### src/sv/rcw_pkg.sv
// Shared types, constants and helpers for the rainbow color wheel.
package rcw_pkg;

  // Fixed field widths
  localparam int unsigned PosW  = 8;   // LED position
  localparam int unsigned CntW  = 9;   // LED count register
  localparam int unsigned ChanW = 8;   // channel level / peak register
  localparam int unsigned ProdW = PosW + ChanW;
  localparam int unsigned BndW  = 12;  // count times section index, plus rounding
  localparam int unsigned CfgIdxW = 1;
  localparam int unsigned CfgDataW = CntW;

  // Register indexes
  localparam logic [CfgIdxW-1:0] CFG_NUM_LEDS = 1'b0;
  localparam logic [CfgIdxW-1:0] CFG_PEAK     = 1'b1;

  // Reset values
  localparam logic [CntW-1:0]  NumLedsRst = 9'd1;
  localparam logic [ChanW-1:0] PeakRst    = 8'd255;

  // Reciprocal of six for x / 6 with x below 2^17
  localparam int unsigned Sections = 6;
  localparam logic [15:0] Recip6   = 16'd43691;
  localparam int unsigned Recip6Sh = 18;

  typedef enum logic [2:0] {
    SEC_RED_YELLOW,
    SEC_YELLOW_GREEN,
    SEC_GREEN_CYAN,
    SEC_CYAN_BLUE,
    SEC_BLUE_MAGENTA,
    SEC_MAGENTA_RED
  } sec_e;

  // Section start points: lo = floor(n*k/6), hi = ceil(n*k/6)
  typedef struct packed {
    logic [Sections:0][CntW-1:0]   lo;
    logic [Sections-1:1][CntW-1:0] hi;
  } bounds_t;

  // Beat carried through the divider stages
  typedef struct packed {
    sec_e             sec;
    logic             oor;
    logic             zero;
    logic [ProdW-1:0] rem;
    logic [CntW-1:0]  dvs;
    logic [ChanW-1:0] quo;
  } div_t;

  // floor(x / 6) by reciprocal multiply
  function automatic logic [CntW-1:0] div6(input logic [BndW-1:0] x);
    logic [BndW+15:0] p;
    p = (BndW + 16)'(x) * (BndW + 16)'(Recip6);
    return p[Recip6Sh +: CntW];
  endfunction

endpackage

### src/sv/rcw_bounds.sv
// Section boundary table, recomputed from the LED count every cycle.
module rcw_bounds (
  input  logic                     clk_i,
  input  logic [rcw_pkg::CntW-1:0] n_i,
  output rcw_pkg::bounds_t         bounds_o
);
  import rcw_pkg::*;

  bounds_t bounds_d, bounds_q;

  // floor and ceil of n*k/6 for each section edge
  always_comb begin
    logic [BndW-1:0] x;
    bounds_d = '0;
    for (int k = 0; k <= Sections; k++) begin
      x = BndW'(n_i) * BndW'(k);
      bounds_d.lo[k] = div6(x);
      if (k >= 1 && k < Sections) begin
        bounds_d.hi[k] = div6(x + BndW'(Sections - 1));
      end
    end
  end

  // Payload register, no reset
  always_ff @(posedge clk_i) begin
    bounds_q <= bounds_d;
  end

  assign bounds_o = bounds_q;

endmodule

### src/sv/rcw_locate.sv
// Front stages: range check, section search, offset/size, ramp numerator.
module rcw_locate (
  input  logic                      clk_i,
  input  logic                      rst_ni,
  input  logic                      valid_i,
  output logic                      ready_o,
  input  logic [rcw_pkg::PosW-1:0]  pos_i,
  input  logic [rcw_pkg::CntW-1:0]  n_i,
  input  rcw_pkg::bounds_t          bounds_i,
  input  logic [rcw_pkg::ChanW-1:0] peak_i,
  output logic                      valid_o,
  input  logic                      ready_i,
  output rcw_pkg::div_t             data_o
);
  import rcw_pkg::*;

  // Stage A: position and range flag
  logic            a_valid_q, a_ready;
  logic [PosW-1:0] a_pos_q;
  logic            a_oor_q;
  // Stage B: section index
  logic            b_valid_q, b_ready;
  logic [PosW-1:0] b_pos_q;
  logic            b_oor_q;
  sec_e            b_sec_d, b_sec_q;
  // Stage C: offset into and size of the section
  logic            c_valid_q, c_ready;
  logic            c_oor_q;
  sec_e            c_sec_q;
  logic [PosW-1:0] c_offs_d, c_offs_q;
  logic [CntW-1:0] c_size_d, c_size_q;
  // Stage D: numerator offs*peak
  logic            d_valid_q;
  logic            d_ready_w;
  div_t            d_data_d, d_data_q;

  // Ready chain; a stage takes a beat when empty or when it drains
  assign d_ready_w = !d_valid_q || ready_i;
  assign c_ready = !c_valid_q || d_ready_w;
  assign b_ready = !b_valid_q || c_ready;
  assign a_ready = !a_valid_q || b_ready;
  assign ready_o = a_ready;

  // Section search: count ceil boundaries at or below the position
  always_comb begin
    logic [2:0] cnt;
    cnt = '0;
    for (int k = 1; k < Sections; k++) begin
      cnt = cnt + 3'(CntW'(a_pos_q) >= bounds_i.hi[k]);
    end
    b_sec_d = sec_e'(cnt);
  end

  // Section start, next start, offset and size
  always_comb begin
    logic [CntW-1:0] start, next;
    start    = bounds_i.lo[3'(b_sec_q)];
    next     = bounds_i.lo[3'(b_sec_q) + 3'd1];
    c_size_d = next - start;
    c_offs_d = PosW'(CntW'(b_pos_q) - start);
  end

  // Numerator for the ramp division
  always_comb begin
    d_data_d      = '0;
    d_data_d.sec  = c_sec_q;
    d_data_d.oor  = c_oor_q;
    d_data_d.zero = (c_size_q == '0);
    d_data_d.rem  = ProdW'(c_offs_q) * ProdW'(peak_i);
    d_data_d.dvs  = c_size_q;
    d_data_d.quo  = '0;
  end

  // Valid bits
  always_ff @(posedge clk_i or negedge rst_ni) begin
    if (!rst_ni) begin
      a_valid_q <= 1'b0;
      b_valid_q <= 1'b0;
      c_valid_q <= 1'b0;
      d_valid_q <= 1'b0;
    end else begin
      if (a_ready)   a_valid_q <= valid_i;
      if (b_ready)   b_valid_q <= a_valid_q;
      if (c_ready)   c_valid_q <= b_valid_q;
      if (d_ready_w) d_valid_q <= c_valid_q;
    end
  end

  // Payload registers
  always_ff @(posedge clk_i) begin
    if (a_ready && valid_i) begin
      a_pos_q <= pos_i;
      a_oor_q <= CntW'(pos_i) >= n_i;
    end
    if (b_ready && a_valid_q) begin
      b_pos_q <= a_pos_q;
      b_oor_q <= a_oor_q;
      b_sec_q <= b_sec_d;
    end
    if (c_ready && b_valid_q) begin
      c_oor_q  <= b_oor_q;
      c_sec_q  <= b_sec_q;
      c_offs_q <= c_offs_d;
      c_size_q <= c_size_d;
    end
    if (d_ready_w && c_valid_q) begin
      d_data_q <= d_data_d;
    end
  end

  assign valid_o = d_valid_q;
  assign data_o  = d_data_q;

  // In range, the offset never passes the section size
  a_offs_le_size: assert property (@(posedge clk_i) disable iff (!rst_ni)
    c_valid_q && !c_oor_q |-> CntW'(c_offs_q) <= c_size_q)
    else $error("section offset exceeds section size");

endmodule

### src/sv/rcw_div_stage.sv
// One restoring-division step: decides quotient bit BIT of rem / dvs.
module rcw_div_stage #(
  parameter int unsigned BIT = 0
) (
  input  logic          clk_i,
  input  logic          rst_ni,
  input  logic          valid_i,
  output logic          ready_o,
  input  rcw_pkg::div_t data_i,
  output logic          valid_o,
  input  logic          ready_i,
  output rcw_pkg::div_t data_o
);
  import rcw_pkg::*;

  localparam int unsigned TrialW = ProdW + CntW;

  logic valid_q;
  div_t data_d, data_q;

  assign ready_o = !valid_q || ready_i;

  // Trial subtract of the shifted divisor
  always_comb begin
    logic [TrialW-1:0] trial;
    trial  = TrialW'(data_i.dvs) << BIT;
    data_d = data_i;
    if (TrialW'(data_i.rem) >= trial) begin
      data_d.rem      = data_i.rem - trial[ProdW-1:0];
      data_d.quo[BIT] = 1'b1;
    end
  end

  always_ff @(posedge clk_i or negedge rst_ni) begin
    if (!rst_ni) begin
      valid_q <= 1'b0;
    end else if (ready_o) begin
      valid_q <= valid_i;
    end
  end

  always_ff @(posedge clk_i) begin
    if (ready_o && valid_i) begin
      data_q <= data_d;
    end
  end

  assign valid_o = valid_q;
  assign data_o  = data_q;

endmodule

### src/sv/rcw_shade.sv
// Output stage: maps section and ramp onto red, green and blue.
module rcw_shade (
  input  logic                      clk_i,
  input  logic                      rst_ni,
  input  logic                      valid_i,
  output logic                      ready_o,
  input  rcw_pkg::div_t             data_i,
  input  logic [rcw_pkg::ChanW-1:0] peak_i,
  output logic                      valid_o,
  input  logic                      ready_i,
  output logic [rcw_pkg::ChanW-1:0] red_o,
  output logic [rcw_pkg::ChanW-1:0] green_o,
  output logic [rcw_pkg::ChanW-1:0] blue_o,
  output logic                      oor_o
);
  import rcw_pkg::*;

  logic             valid_q;
  logic [ChanW-1:0] red_d, green_d, blue_d;
  logic [ChanW-1:0] red_q, green_q, blue_q;
  logic             oor_q;

  assign ready_o = !valid_q || ready_i;

  // Channel selection per section
  always_comb begin
    logic [ChanW-1:0] ramp, down;
    ramp    = data_i.zero ? '0 : data_i.quo;
    down    = peak_i - ramp;
    red_d   = '0;
    green_d = '0;
    blue_d  = '0;
    if (!data_i.oor) begin
      case (data_i.sec)
        SEC_RED_YELLOW:   begin red_d   = peak_i; green_d = ramp; end
        SEC_YELLOW_GREEN: begin green_d = peak_i; red_d   = down; end
        SEC_GREEN_CYAN:   begin green_d = peak_i; blue_d  = ramp; end
        SEC_CYAN_BLUE:    begin blue_d  = peak_i; green_d = down; end
        SEC_BLUE_MAGENTA: begin blue_d  = peak_i; red_d   = ramp; end
        default:          begin red_d   = peak_i; blue_d  = down; end
      endcase
    end
  end

  always_ff @(posedge clk_i or negedge rst_ni) begin
    if (!rst_ni) begin
      valid_q <= 1'b0;
    end else if (ready_o) begin
      valid_q <= valid_i;
    end
  end

  always_ff @(posedge clk_i) begin
    if (ready_o && valid_i) begin
      red_q   <= red_d;
      green_q <= green_d;
      blue_q  <= blue_d;
      oor_q   <= data_i.oor;
    end
  end

  assign valid_o = valid_q;
  assign red_o   = red_q;
  assign green_o = green_q;
  assign blue_o  = blue_q;
  assign oor_o   = oor_q;

  // Division finished: remainder below divisor, quotient within peak
  a_rem_done: assert property (@(posedge clk_i) disable iff (!rst_ni)
    valid_i && !data_i.oor && !data_i.zero |-> data_i.rem < ProdW'(data_i.dvs))
    else $error("ramp division left a remainder at or above the divisor");

  a_quo_le_peak: assert property (@(posedge clk_i) disable iff (!rst_ni)
    valid_i && !data_i.oor && !data_i.zero |-> data_i.quo <= peak_i)
    else $error("ramp above peak brightness");

endmodule

### src/sv/rainbow_color_wheel.sv
// Rainbow color wheel: one beat per cycle while the output is not stalled; four front
// stages (range check, section search, offset and size, ramp numerator), one
// restoring-division stage per ramp bit, and an output register. The divider stages
// decide one quotient bit each; every stage holds a valid bit and takes a new beat
// whenever it is empty or draining, so bubbles close up and input is still taken
// while a finished result waits, until every stage is full. The section table is
// registered from the saturated LED count register.
module rainbow_color_wheel #(
  parameter int unsigned MAX_LEDS     = 256,
  parameter int unsigned CHANNEL_BITS = 8
) (
  input  logic                         clk_i,
  input  logic                         rst_ni,
  input  logic                         cfg_we_i,
  input  logic [rcw_pkg::CfgIdxW-1:0]  cfg_index_i,
  input  logic [rcw_pkg::CfgDataW-1:0] cfg_wdata_i,
  input  logic                         in_valid_i,
  output logic                         in_ready_o,
  input  logic [rcw_pkg::PosW-1:0]     position_i,
  output logic                         out_valid_o,
  input  logic                         out_ready_i,
  output logic [rcw_pkg::ChanW-1:0]    red_o,
  output logic [rcw_pkg::ChanW-1:0]    green_o,
  output logic [rcw_pkg::ChanW-1:0]    blue_o,
  output logic                         out_of_range_o
);
  import rcw_pkg::*;

  // Largest count the 9-bit register can hold, capped by MAX_LEDS
  localparam int unsigned CntMax = (1 << CntW) - 1;
  localparam int unsigned NMax   = (MAX_LEDS < CntMax) ? MAX_LEDS : CntMax;
  // Ramp bits actually used
  localparam int unsigned PW     = (CHANNEL_BITS < ChanW) ? CHANNEL_BITS : ChanW;

  logic [CntW-1:0]  num_leds_q;
  logic [ChanW-1:0] peak_q;
  logic [CntW-1:0]  n_sat;
  logic [ChanW-1:0] peak_m;
  bounds_t          bounds;

  // Configuration registers
  always_ff @(posedge clk_i or negedge rst_ni) begin
    if (!rst_ni) begin
      num_leds_q <= NumLedsRst;
      peak_q     <= PeakRst;
    end else if (cfg_we_i) begin
      case (cfg_index_i)
        CFG_NUM_LEDS: num_leds_q <= cfg_wdata_i;
        CFG_PEAK:     peak_q     <= cfg_wdata_i[ChanW-1:0];
        default:      ;
      endcase
    end
  end

  // Count saturation and peak mask
  assign n_sat = (num_leds_q > CntW'(NMax)) ? CntW'(NMax) : num_leds_q;

  always_comb begin
    for (int b = 0; b < ChanW; b++) begin
      peak_m[b] = (b < PW) ? peak_q[b] : 1'b0;
    end
  end

  rcw_bounds u_bounds (
    .clk_i    (clk_i),
    .n_i      (n_sat),
    .bounds_o (bounds)
  );

  // Pipeline links: index 0 from the front stages, PW into the output stage
  logic [PW:0] lnk_valid;
  logic [PW:0] lnk_ready;
  div_t        lnk_data [PW+1];

  rcw_locate u_locate (
    .clk_i    (clk_i),
    .rst_ni   (rst_ni),
    .valid_i  (in_valid_i),
    .ready_o  (in_ready_o),
    .pos_i    (position_i),
    .n_i      (n_sat),
    .bounds_i (bounds),
    .peak_i   (peak_m),
    .valid_o  (lnk_valid[0]),
    .ready_i  (lnk_ready[0]),
    .data_o   (lnk_data[0])
  );

  // One divider stage per ramp bit, most significant first
  for (genvar i = 0; i < PW; i++) begin : g_div
    rcw_div_stage #(
      .BIT (PW - 1 - i)
    ) u_div (
      .clk_i   (clk_i),
      .rst_ni  (rst_ni),
      .valid_i (lnk_valid[i]),
      .ready_o (lnk_ready[i]),
      .data_i  (lnk_data[i]),
      .valid_o (lnk_valid[i+1]),
      .ready_i (lnk_ready[i+1]),
      .data_o  (lnk_data[i+1])
    );
  end

  rcw_shade u_shade (
    .clk_i   (clk_i),
    .rst_ni  (rst_ni),
    .valid_i (lnk_valid[PW]),
    .ready_o (lnk_ready[PW]),
    .data_i  (lnk_data[PW]),
    .peak_i  (peak_m),
    .valid_o (out_valid_o),
    .ready_i (out_ready_i),
    .red_o   (red_o),
    .green_o (green_o),
    .blue_o  (blue_o),
    .oor_o   (out_of_range_o)
  );

  // Out-of-range beats are black
  a_oor_black: assert property (@(posedge clk_i) disable iff (!rst_ni)
    out_valid_o && out_of_range_o |-> red_o == '0 && green_o == '0 && blue_o == '0)
    else $error("out-of-range beat is not black");

  // In range, one channel always sits at peak
  a_one_at_peak: assert property (@(posedge clk_i) disable iff (!rst_ni)
    out_valid_o && !out_of_range_o |->
      (red_o == peak_m || green_o == peak_m || blue_o == peak_m))
    else $error("no channel at peak brightness");

  // No channel exceeds peak
  a_le_peak: assert property (@(posedge clk_i) disable iff (!rst_ni)
    out_valid_o |-> red_o <= peak_m && green_o <= peak_m && blue_o <= peak_m)
    else $error("channel above peak brightness");

endmodule
### config.mk
export PLATFORM = sky130hd
export DESIGN_NAME = rainbow_color_wheel
export DESIGN_NICKNAME = d
export VERILOG_FILES = /design/src/sv/rcw_pkg.sv /design/src/sv/rcw_bounds.sv /design/src/sv/rcw_locate.sv /design/src/sv/rcw_div_stage.sv /design/src/sv/rcw_shade.sv /design/src/sv/rainbow_color_wheel.sv
export SDC_FILE = /design/constraint.sdc
export NUM_CORES = 1
export LEC_CHECK = 0
export BUFFER_PORTS_ARGS = -buffer_cell sky130_fd_sc_hd__buf_4
export CORE_UTILIZATION = 45
export DETAILED_ROUTE_END_ITERATION = 8
export GPL_TIMING_DRIVEN = 0
export PLACE_DENSITY = 0.69
export SYNTH_ARGS = -nofsm -noshare
export SYNTH_HDL_FRONTEND = slang
export SYNTH_SLANG_ARGS = --single-unit
export TNS_END_PERCENT = 30
### constraint.sdc
create_clock -name clk_i -period 12.75 [get_ports clk_i]
set_clock_uncertainty 0.15 [all_clocks]
set_input_delay 0.6375 -clock clk_i [delete_from_list [all_inputs] [get_ports clk_i]]
set_output_delay 0.6375 -clock clk_i [all_outputs]
set_load 0.01 [all_outputs]
After elaboration in Yosys (flattened, before gate mapping)
Index checks and enable logic that the tools add are counted.
{ "totals": {"register_bits": 476, "latchBits": 0, "ram_bits": 0, "mem_bits_ro": 0, "in_bits": 23, "output_inout_bits": 27, "wordCells": 217, "memories": 0} }
{ "classes": {"add_sub_neg": 20, "mul": 15, "div": 0, "order_cmp": 17, "n_eq_ne": 4, "shift": 0, "mux": 16, "bitwise": 1, "n_reduce_logical": 47} }
{ "ops": {"columns": ["operator", "n"], "rows": [
  ["$mul A12 B16 Y27 const B", 6],
  ["$mux W16", 7],
  ["$mul A9 B16 Y25 const B", 3],
  ["$pmux W8 S3", 3],
  ["$bmux W9 S3", 2],
  ["$ge A8 B9 Y1", 6],
  ["$mul A11 B16 Y27 const B", 1],
  ["$mux W9", 3],
  ["$mul A11 B16 Y26 const B", 1],
  ["$add A11 B3 Y12 const B", 2],
  ["$mul A9 B2 Y11 const B", 2],
  ["$ge A16 B10 Y1", 1],
  ["$ge A16 B11 Y1", 1],
  ["$ge A16 B12 Y1", 1],
  ["$ge A16 B13 Y1", 1],
  ["$ge A16 B14 Y1", 1],
  ["$ge A16 B15 Y1", 1],
  ["$ge A16 B16 Y1", 1],
  ["$ge A16 B9 Y1", 1],
  ["$mul A8 B8 Y16", 1],
  ["$sub A16 B10 Y16", 1],
  ["$sub A16 B11 Y16", 1],
  ["$sub A16 B12 Y16", 1],
  ["$sub A16 B13 Y16", 1],
  ["26 further kinds", 71]
]} }

Logic depth before layout (Yosys ltp)
Gate-level depths: netlist of run 1.
{ "logic_depth": {"depth_word": 15, "depth_mapped": 35, "ltp_nobuf": 34} }

Hierarchy
From an unflattened synthesis of run 1, not the netlist that was laid out.
{ "unflattened": {"cells_unflattened": 4184, "hier_area_um2": 46181.8} }
{ "by_module_without_submodules": {"columns": ["module", "n_inst", "cells_per_inst", "area_per_inst_um2"], "rows": [
  ["rcw_bounds", 1, 2114, 20769.9],
  ["rcw_locate", 1, 709, 7383.3],
  ["rcw_shade", 1, 243, 2082.0],
  ["rcw_div_stage at g_div[5].u_div", 1, 136, 1978.1],
  ["rcw_div_stage at g_div[6].u_div", 1, 149, 1978.1],
  ["rcw_div_stage at g_div[2].u_div", 1, 133, 1931.9],
  ["rcw_div_stage at g_div[7].u_div", 1, 140, 1913.1],
  ["rcw_div_stage at g_div[3].u_div", 1, 133, 1901.8],
  ["rcw_div_stage at g_div[4].u_div", 1, 134, 1864.3],
  ["rcw_div_stage at g_div[0].u_div", 1, 121, 1819.2],
  ["rcw_div_stage at g_div[1].u_div", 1, 126, 1813.0],
  ["rainbow_color_wheel", 1, 46, 747.0]
]} }

Worst setup path before layout of run 1
Ideal clock, no wire load.
{ "synth_timing": {"path_type": "register to register", "from": "register num_leds_q[8]", "to": "register u_bounds.bounds_q, in the netlist u_bounds.bounds_o[44]", "t_arrival_ps": 7995, "required_time_ps": 12528, "path_slack_ps": 4532, "path_stages_with_launch": 36, "n_path_buf": 2, "synth_period_minus_slack_ps": 8218, "cell_sequence": "dfrtp_1 > clkbuf_1 > clkbuf_1 > nor2b_1 > ha_1 > ha_1 > inv_1 > fa_1 > o21bai_1 > a21oi_1 > o21bai_1 > a21oi_1 > xnor2_1 > inv_1 > ha_1 > nand3_1 > xnor2_1 > ha_1 > ha_1 > inv_1 > fa_1 > inv_1 > fa_1 > inv_1 > fa_1 > inv_1 > ha_1 > a21o_1 > a21oi_1 > nor2b_1 > o211ai_1 > nand2_1 > a221o_1 > a211o_1 > a21oi_1 > xnor2_1"} }
{ "synth_lines": {"columns": ["element", "line", "text"], "rows": [
  ["start: declaration", "rainbow_color_wheel.sv:35", "logic [CntW-1:0] num_leds_q;"],
  ["start signal: assignment", "rainbow_color_wheel.sv:44", "num_leds_q <= NumLedsRst;"],
  ["start signal: assignment", "rainbow_color_wheel.sv:48", "CFG_NUM_LEDS: num_leds_q <= cfg_wdata_i;"],
  ["end signal: assignment", "rcw_bounds.sv:26", "bounds_q <= bounds_d;"],
  ["end: declaration", "rcw_bounds.sv:9", "bounds_t bounds_d, bounds_q;"]
]} }

==> metrics, run 1 <==
initial antenna violation count 3; core area 91,700 µm²; sequential fraction of the synthesis area 0.304; mux contribution to synthesized area 0.0113; Relative slew margins 0.0782; Reg2Reg Launch Point num_leds_q[8]; first-pass GRT wire length 142,000 µm; CP Launch Type flop; final setup vio count 0; Chip Width 306 µm; nets 5,133; Synth Area per Inst 10.7 µm²; DRC violation count after routing 0; Synth Area in Compound Gates 0.0918; Bufs on Longest Clock Path 3; cell count after synthesis 3,911; DR iter-0 viols 1,370; TritonCTS clock tree yes; via count 27,200; worst slew pin tran 1.38 ns; CP max stage cell nor2b_1; Post-Route WL 86,300 µm; worst slack at placement 2.21 ns; vias in the first global route 28,000; CTS root buffer clkbuf_16; commonest non-fill, non-tap cell in the layout inv_1; CP startpoint num_leds_q[8]; First-pass DRT Iterations 5; Initial Util 0.454; Syn. warnings 0; clk slew on worst S/H paths 0.06 ns; layout cells sized above 1 0.0511; status finished clean; Site Rows 111; final worst path period need 10.58 ns; per-cell routed wire length 16.4 µm; hpwl dp 70,500 µm; slowest cell delay on critical path 1.08 ns; hold_sp in_valid_i; Inserted Clock Buffers 50; GPL Wtd Cong 0.917; post-synthesis xor/xnor area fraction 0.0431; Yosys cell types 76; worst min-delay path category input pin to flop; Worst-Skew Late Latency 0.63 ns; GRT Total Usage 0.188; Final WS setup 2.17 ns; Mapped Area 41,700 µm²; Post-synth ARST share 0.0665; Synth Flop Type edfxtp_1; crit path capture type flop; Clock Sinks 451; post-route ant nets 0; IO Port Bufs 49; most frequent cells in the layout 766 x inv_1, 726 x ha_1, 359 x fa_1; Fmax 0.0945 GHz; maximum fanout along the worst path 11; Hold Fails Final Rpt 0; Area growth syn-to-layout 8.88%; antenna fix cells 0; largest net degree at the start of global routing 38; I/O Pins 50; post-synthesis simple-gate area fraction 0.0843; Pins Over Slew Limit 0; crit share post-route 0.830; critical path type flop to flop; Die Area 93,800 µm²; grt total ovfl 0; EDFF count, synth 348; vias per cell 5.17; Yosys reg bits 451; CTS H-tree lvls 2; die height 306 µm; RSZ-0062 raised after global routing no; Post-Synth Adder-Cell Area 0.391; MaxCap Viol Count 0; Worst EP required 13.13 ns; Setup TNS 0 ns; WP data arrival 10.96 ns; largest family of logic cells by synthesized area adder cells
## kinds of logic after synthesis
logic type	after synthesis
buf+inv	827
simple gates	699
xor+xnor	205
flops	451
compound gates	603
fa+ha+maj	1085
other cells	2
mux	39
## sequential cells by signal, indices dropped and copies added, names as in the netlist, 3 cells and up
signal / cells
u_bounds.bounds_o: 73
u_shade.green_o: 8
g_div.u_div.data_o: 251
peak_m: 8
u_shade.red_o: 8
u_locate.c_offs_q: 8
u_locate.data_o: 30
u_locate.b_pos_q: 8
u_locate.c_size_q: 9
u_locate.c_sec_q: 3
g_div.u_div.valid_o: 8
num_leds_q: 9
u_locate.b_sec_q: 3
u_locate.a_pos_q: 8
u_shade.blue_o: 8
## Yosys cell counts (69+ instances only)
cell type | number | area share
xor2_1 | 69 | 0.015
fa_1 | 359 | 0.17
nor2_1 | 169 | 0.015
ha_1 | 726 | 0.22
a21oi_1 | 190 | 0.023
nand2_1 | 151 | 0.014
nor2b_1 | 72 | 0.011
dfxtp_1 | 73 | 0.035
o21ai_0 | 127 | 0.015
a21o_1 | 97 | 0.017
xnor2_1 | 136 | 0.029
inv_1 | 766 | 0.069
edfxtp_1 | 348 | 0.25
## per-stage QoR
step / hold slack (ns) / util / instance area [µm²] / std cells
5_1_grt: 0.0584 / 0.495 / 45400 / 5253
4_1_cts: 0.0485 / 0.495 / 45400 / 5253
3_5_place_dp: 0.255 / 0.476 / 43700 / 5158
3_3_place_gp: 0.251 / 0.475 / 43500 / 5154
6_report: 0.0864 / 0.495 / 45400 / 5253
2_1_floorplan: 0.192 / - / 41700 / 3919
## timing repair
action,in CTS,in global routing
hold buffers,1,0
buffers inserted,0,0
endpoints found under the hold margin,21,0
resized for setup,0,0
## critical path, delay by kind of cell (launching register included)
family | cells | cell delay [ns]
XOR/XNOR | 3 | 1.42
buffers and inverters | 6 | 1.07
AO/OA/AOI/OAI | 8 | 1.65
adder cells (fa/ha/maj) | 10 | 4.08
flip-flops | 1 | 0.52
AND/OR/NAND/NOR | 3 | 1.55
## layer usage
layer | track usage | vias up | part of all wire
met5 | 0 | - | 0
met4 | 0.0671 | 0 | 0.035
met3 | 0.0260 | 144 | 0.042
met2 | 0.326 | 494 | 0.49
met1 | 0.240 | 13100 | 0.44
li1 | - | 13400 | -
## worst paths after layout
kind	endpoint	slack, ns	cells after the start
setup / recovery	u_bounds.bounds_o[44]	2.17	30
hold / removal	u_locate.a_valid_q	0.09	2
setup reg to reg	u_bounds.bounds_o[44]	2.17	30
min in group asynchronous	g_div[4].u_div.valid_o	0.37	2
max in group asynchronous	peak_m[3]	11.74	2
hold reg to reg	g_div[4].u_div.data_o[5]	0.25	0
## cell type report
| class | instances | area, µm² |
|---|---|---|
| Fill cell | 8231 | 46300 |
| Multi-Input combinational cell | 2641 | 25900 |
| Sequential cell | 451 | 12700 |
| Inverter | 768 | 2880 |
| Tap cell | 1186 | 1480 |
| Clock buffer | 72 | 1410 |
| Timing Repair Buffer | 54 | 455 |
| Clock inverter | 22 | 278 |
| Buffer | 59 | 221 |
Power of run 1 is left out: the tool's default activity adds up to more than one toggle a clock period on the data nets, which glitch-free logic cannot reach.
==> run 2, diff against run 1 <==
==> constraint.sdc (replaced) <==
create_clock -name clk_i -period 10.4 [get_ports clk_i]
set_clock_uncertainty 0.15 [all_clocks]
set_input_delay 0.52 -clock clk_i [delete_from_list [all_inputs] [get_ports clk_i]]
set_output_delay 0.52 -clock clk_i [all_outputs]
set_load 0.01 [all_outputs]
==> metrics, run 2 (synthesized netlist as in run 1, its figures left out) <==
status finished clean (unchanged); DRC violation count after routing 0 (unchanged); Post-Route WL 86,400 µm (was 86,300 µm); CP max stage cell clkbuf_1 (was nor2b_1); via count 27,200 (about the same); GR Util met2 0.327 (was 0.326); largest net degree at the start of global routing 38 (unchanged); # fillers 8,214 (was 8,231); hpwl dp 70,500 µm (unchanged); Hold Fails Final Rpt 0 (unchanged); Post-CTS Setup Inserts 0 (unchanged); critical path type flop to flop (unchanged); worst min-delay path category input pin to flop (unchanged); vias in the first global route 28,100 (was 28,000); crit path capture type flop (unchanged); Post-Place Cells 5,158 (unchanged); commonest non-fill, non-tap cell in the layout inv_1 (unchanged); CTS root buffer clkbuf_16 (unchanged); multi-input logic area 26,000 µm² (was 25,900 µm²); hold endpoint g_div[7].u_div.valid_o (was u_locate.a_valid_q); Fmax 0.0999 GHz (was 0.0945 GHz); R2R setup slack 0.39 ns (was 2.17 ns); register area 12,700 µm² (unchanged); Reg2Reg Launch Point num_leds_q[0] (was num_leds_q[8]); Die Area 93,800 µm² (unchanged); RSZ-0062 raised after global routing no (unchanged); worst slew pin tran 1.14 ns (was 1.38 ns); final setup vio count 0 (unchanged); Chip Width 306 µm (unchanged); layout cells sized above 1 0.0521 (was 0.0511); r2r worst-path depth 34 (was 30); hold_sp out_ready_i (was in_valid_i); Worst-Skew Late Latency 0.63 ns (about the same); busiest grt layer met2 (unchanged); Relative slew margins 0.241 (was 0.0782); DR iter-0 viols 1,315 (was 1,370); final worst path period need 10.01 ns (was 10.58 ns); MaxCap Viol Count 0 (unchanged); met3 usage 0.0260 (unchanged); most frequent cells in the layout 766 x inv_1, 726 x ha_1, 359 x fa_1 (unchanged); WP data arrival 10.39 ns (was 10.96 ns); die height 306 µm (unchanged); IO Port Bufs 49 (unchanged); per-cell routed wire length 16.4 µm (about the same); clk slew on worst S/H paths 0.06 ns (about the same); GRT Total Usage 0.189 (was 0.188); Initial Util 0.454 (unchanged); Worst EP required 10.78 ns (was 13.13 ns); GPL Wtd Cong 0.917 (unchanged); max FFs per register 251 (unchanged); Area growth syn-to-layout 9.40% (was 8.88%); grt total ovfl 0 (unchanged); post-route ant nets 0 (unchanged); nets 5,151 (was 5,133); crit share post-route 0.962 (was 0.830); vias per cell 5.16 (was 5.17); TritonCTS clock tree yes (unchanged); maximum fanout along the worst path 15 (was 11); CTS H-tree lvls 2 (unchanged); initial antenna violation count 3 (unchanged); Pins Over Slew Limit 0 (unchanged); core area 91,700 µm² (unchanged); first-pass GRT wire length 142,000 µm (about the same); I/O Pins 50 (unchanged); CP Launch Type flop (unchanged); met1 Use GR 0.240 (about the same); Cell Count, Final, Fillers Out 5,273 (was 5,253); FF-to-FF End u_bounds.bounds_o[44] (unchanged); Bufs on Longest Clock Path 3 (unchanged); slowest cell delay on critical path 0.80 ns (was 1.08 ns); Clock Sinks 451 (unchanged); Inserted Clock Buffers 50 (unchanged); Hold Crit Depth 4 (was 2); First-pass DRT Iterations 7 (was 5); Site Rows 111 (unchanged)
run 2: cell types whose count changed in the layout (fill, tap and decap cells not counted), sizes merged:
cell	before	now
dlygate4sd3	1	19
diode	0	2
run 2: final cells by class:
| cell class | instances | area share |
|---|---|---|
| Multi-Input combinational cell | 2641 | 0.570 |
| Tap cell | 1186 | 0.0326 |
| Timing Repair Buffer | 72 | 0.0139 |
| Antenna cell | 2 | 0.000110 |
| Sequential cell | 451 | 0.278 |
| Buffer | 59 | 0.00486 |
| Inverter | 768 | 0.0633 |
| Clock buffer | 72 | 0.0310 |
| Clock inverter | 22 | 0.00609 |
run 2: how the worst max path moves through the flow:
stage                              from  depth (start not counted)               endpoint
after floorplan           num_leds_q[8]                         35  u_bounds.bounds_o[44]
after global placement    num_leds_q[8]                         30  u_bounds.bounds_o[44]
after detailed placement  num_leds_q[8]                         30  u_bounds.bounds_o[44]
after CTS                 num_leds_q[8]                         30  u_bounds.bounds_o[44]
after global routing      num_leds_q[0]                         34  u_bounds.bounds_o[44]
final                     num_leds_q[0]                         34  u_bounds.bounds_o[44]
run 2: timing repair:
item | in CTS | in global routing
gates resized for setup | 1 | 5
hold buffers | 19 | 0
pin swaps | 0 | 0
endpoints found under the setup margin | 4 | 7
hold endpoints to repair | 48 | 0
run 2: metal layers:
metal	wire (µm)	share of wire	vias to the layer above
met4	2920	0.034	0
met1	37900	0.44	13100
met3	3480	0.040	139
met2	42100	0.49	479
met5	0	0	-
li1	-	-	13400
run 2: worst max-delay path: cells and delay by family (launching register included):
| family | cells | cell delay (ns) |
|---|---|---|
| XOR/XNOR | 3 | 1.06 |
| buffers and inverters | 7 | 1.42 |
| adder cells (fa/ha/maj) | 10 | 4.05 |
| AO/OA/AOI/OAI | 10 | 1.92 |
| AND/OR/NAND/NOR | 4 | 0.64 |
| flip-flops | 1 | 0.66 |
run 2: per-stage QoR:
step	worst slack [ns]	utilization	hold WS (ns)	area [µm²]	setup TNS, ns
floorplan	2.18	-	0.0744	41700	0
global placement	-0.0558	0.475	0.251	43500	-0.0558
detailed placement	-0.143	0.476	0.255	43700	-0.183
CTS	0.216	0.497	0.0594	45500	0
global route	0.0324	0.497	0.116	45600	0
finish	0.394	0.497	0.0927	45600	0
Power of run 2 is left out for the same reason.
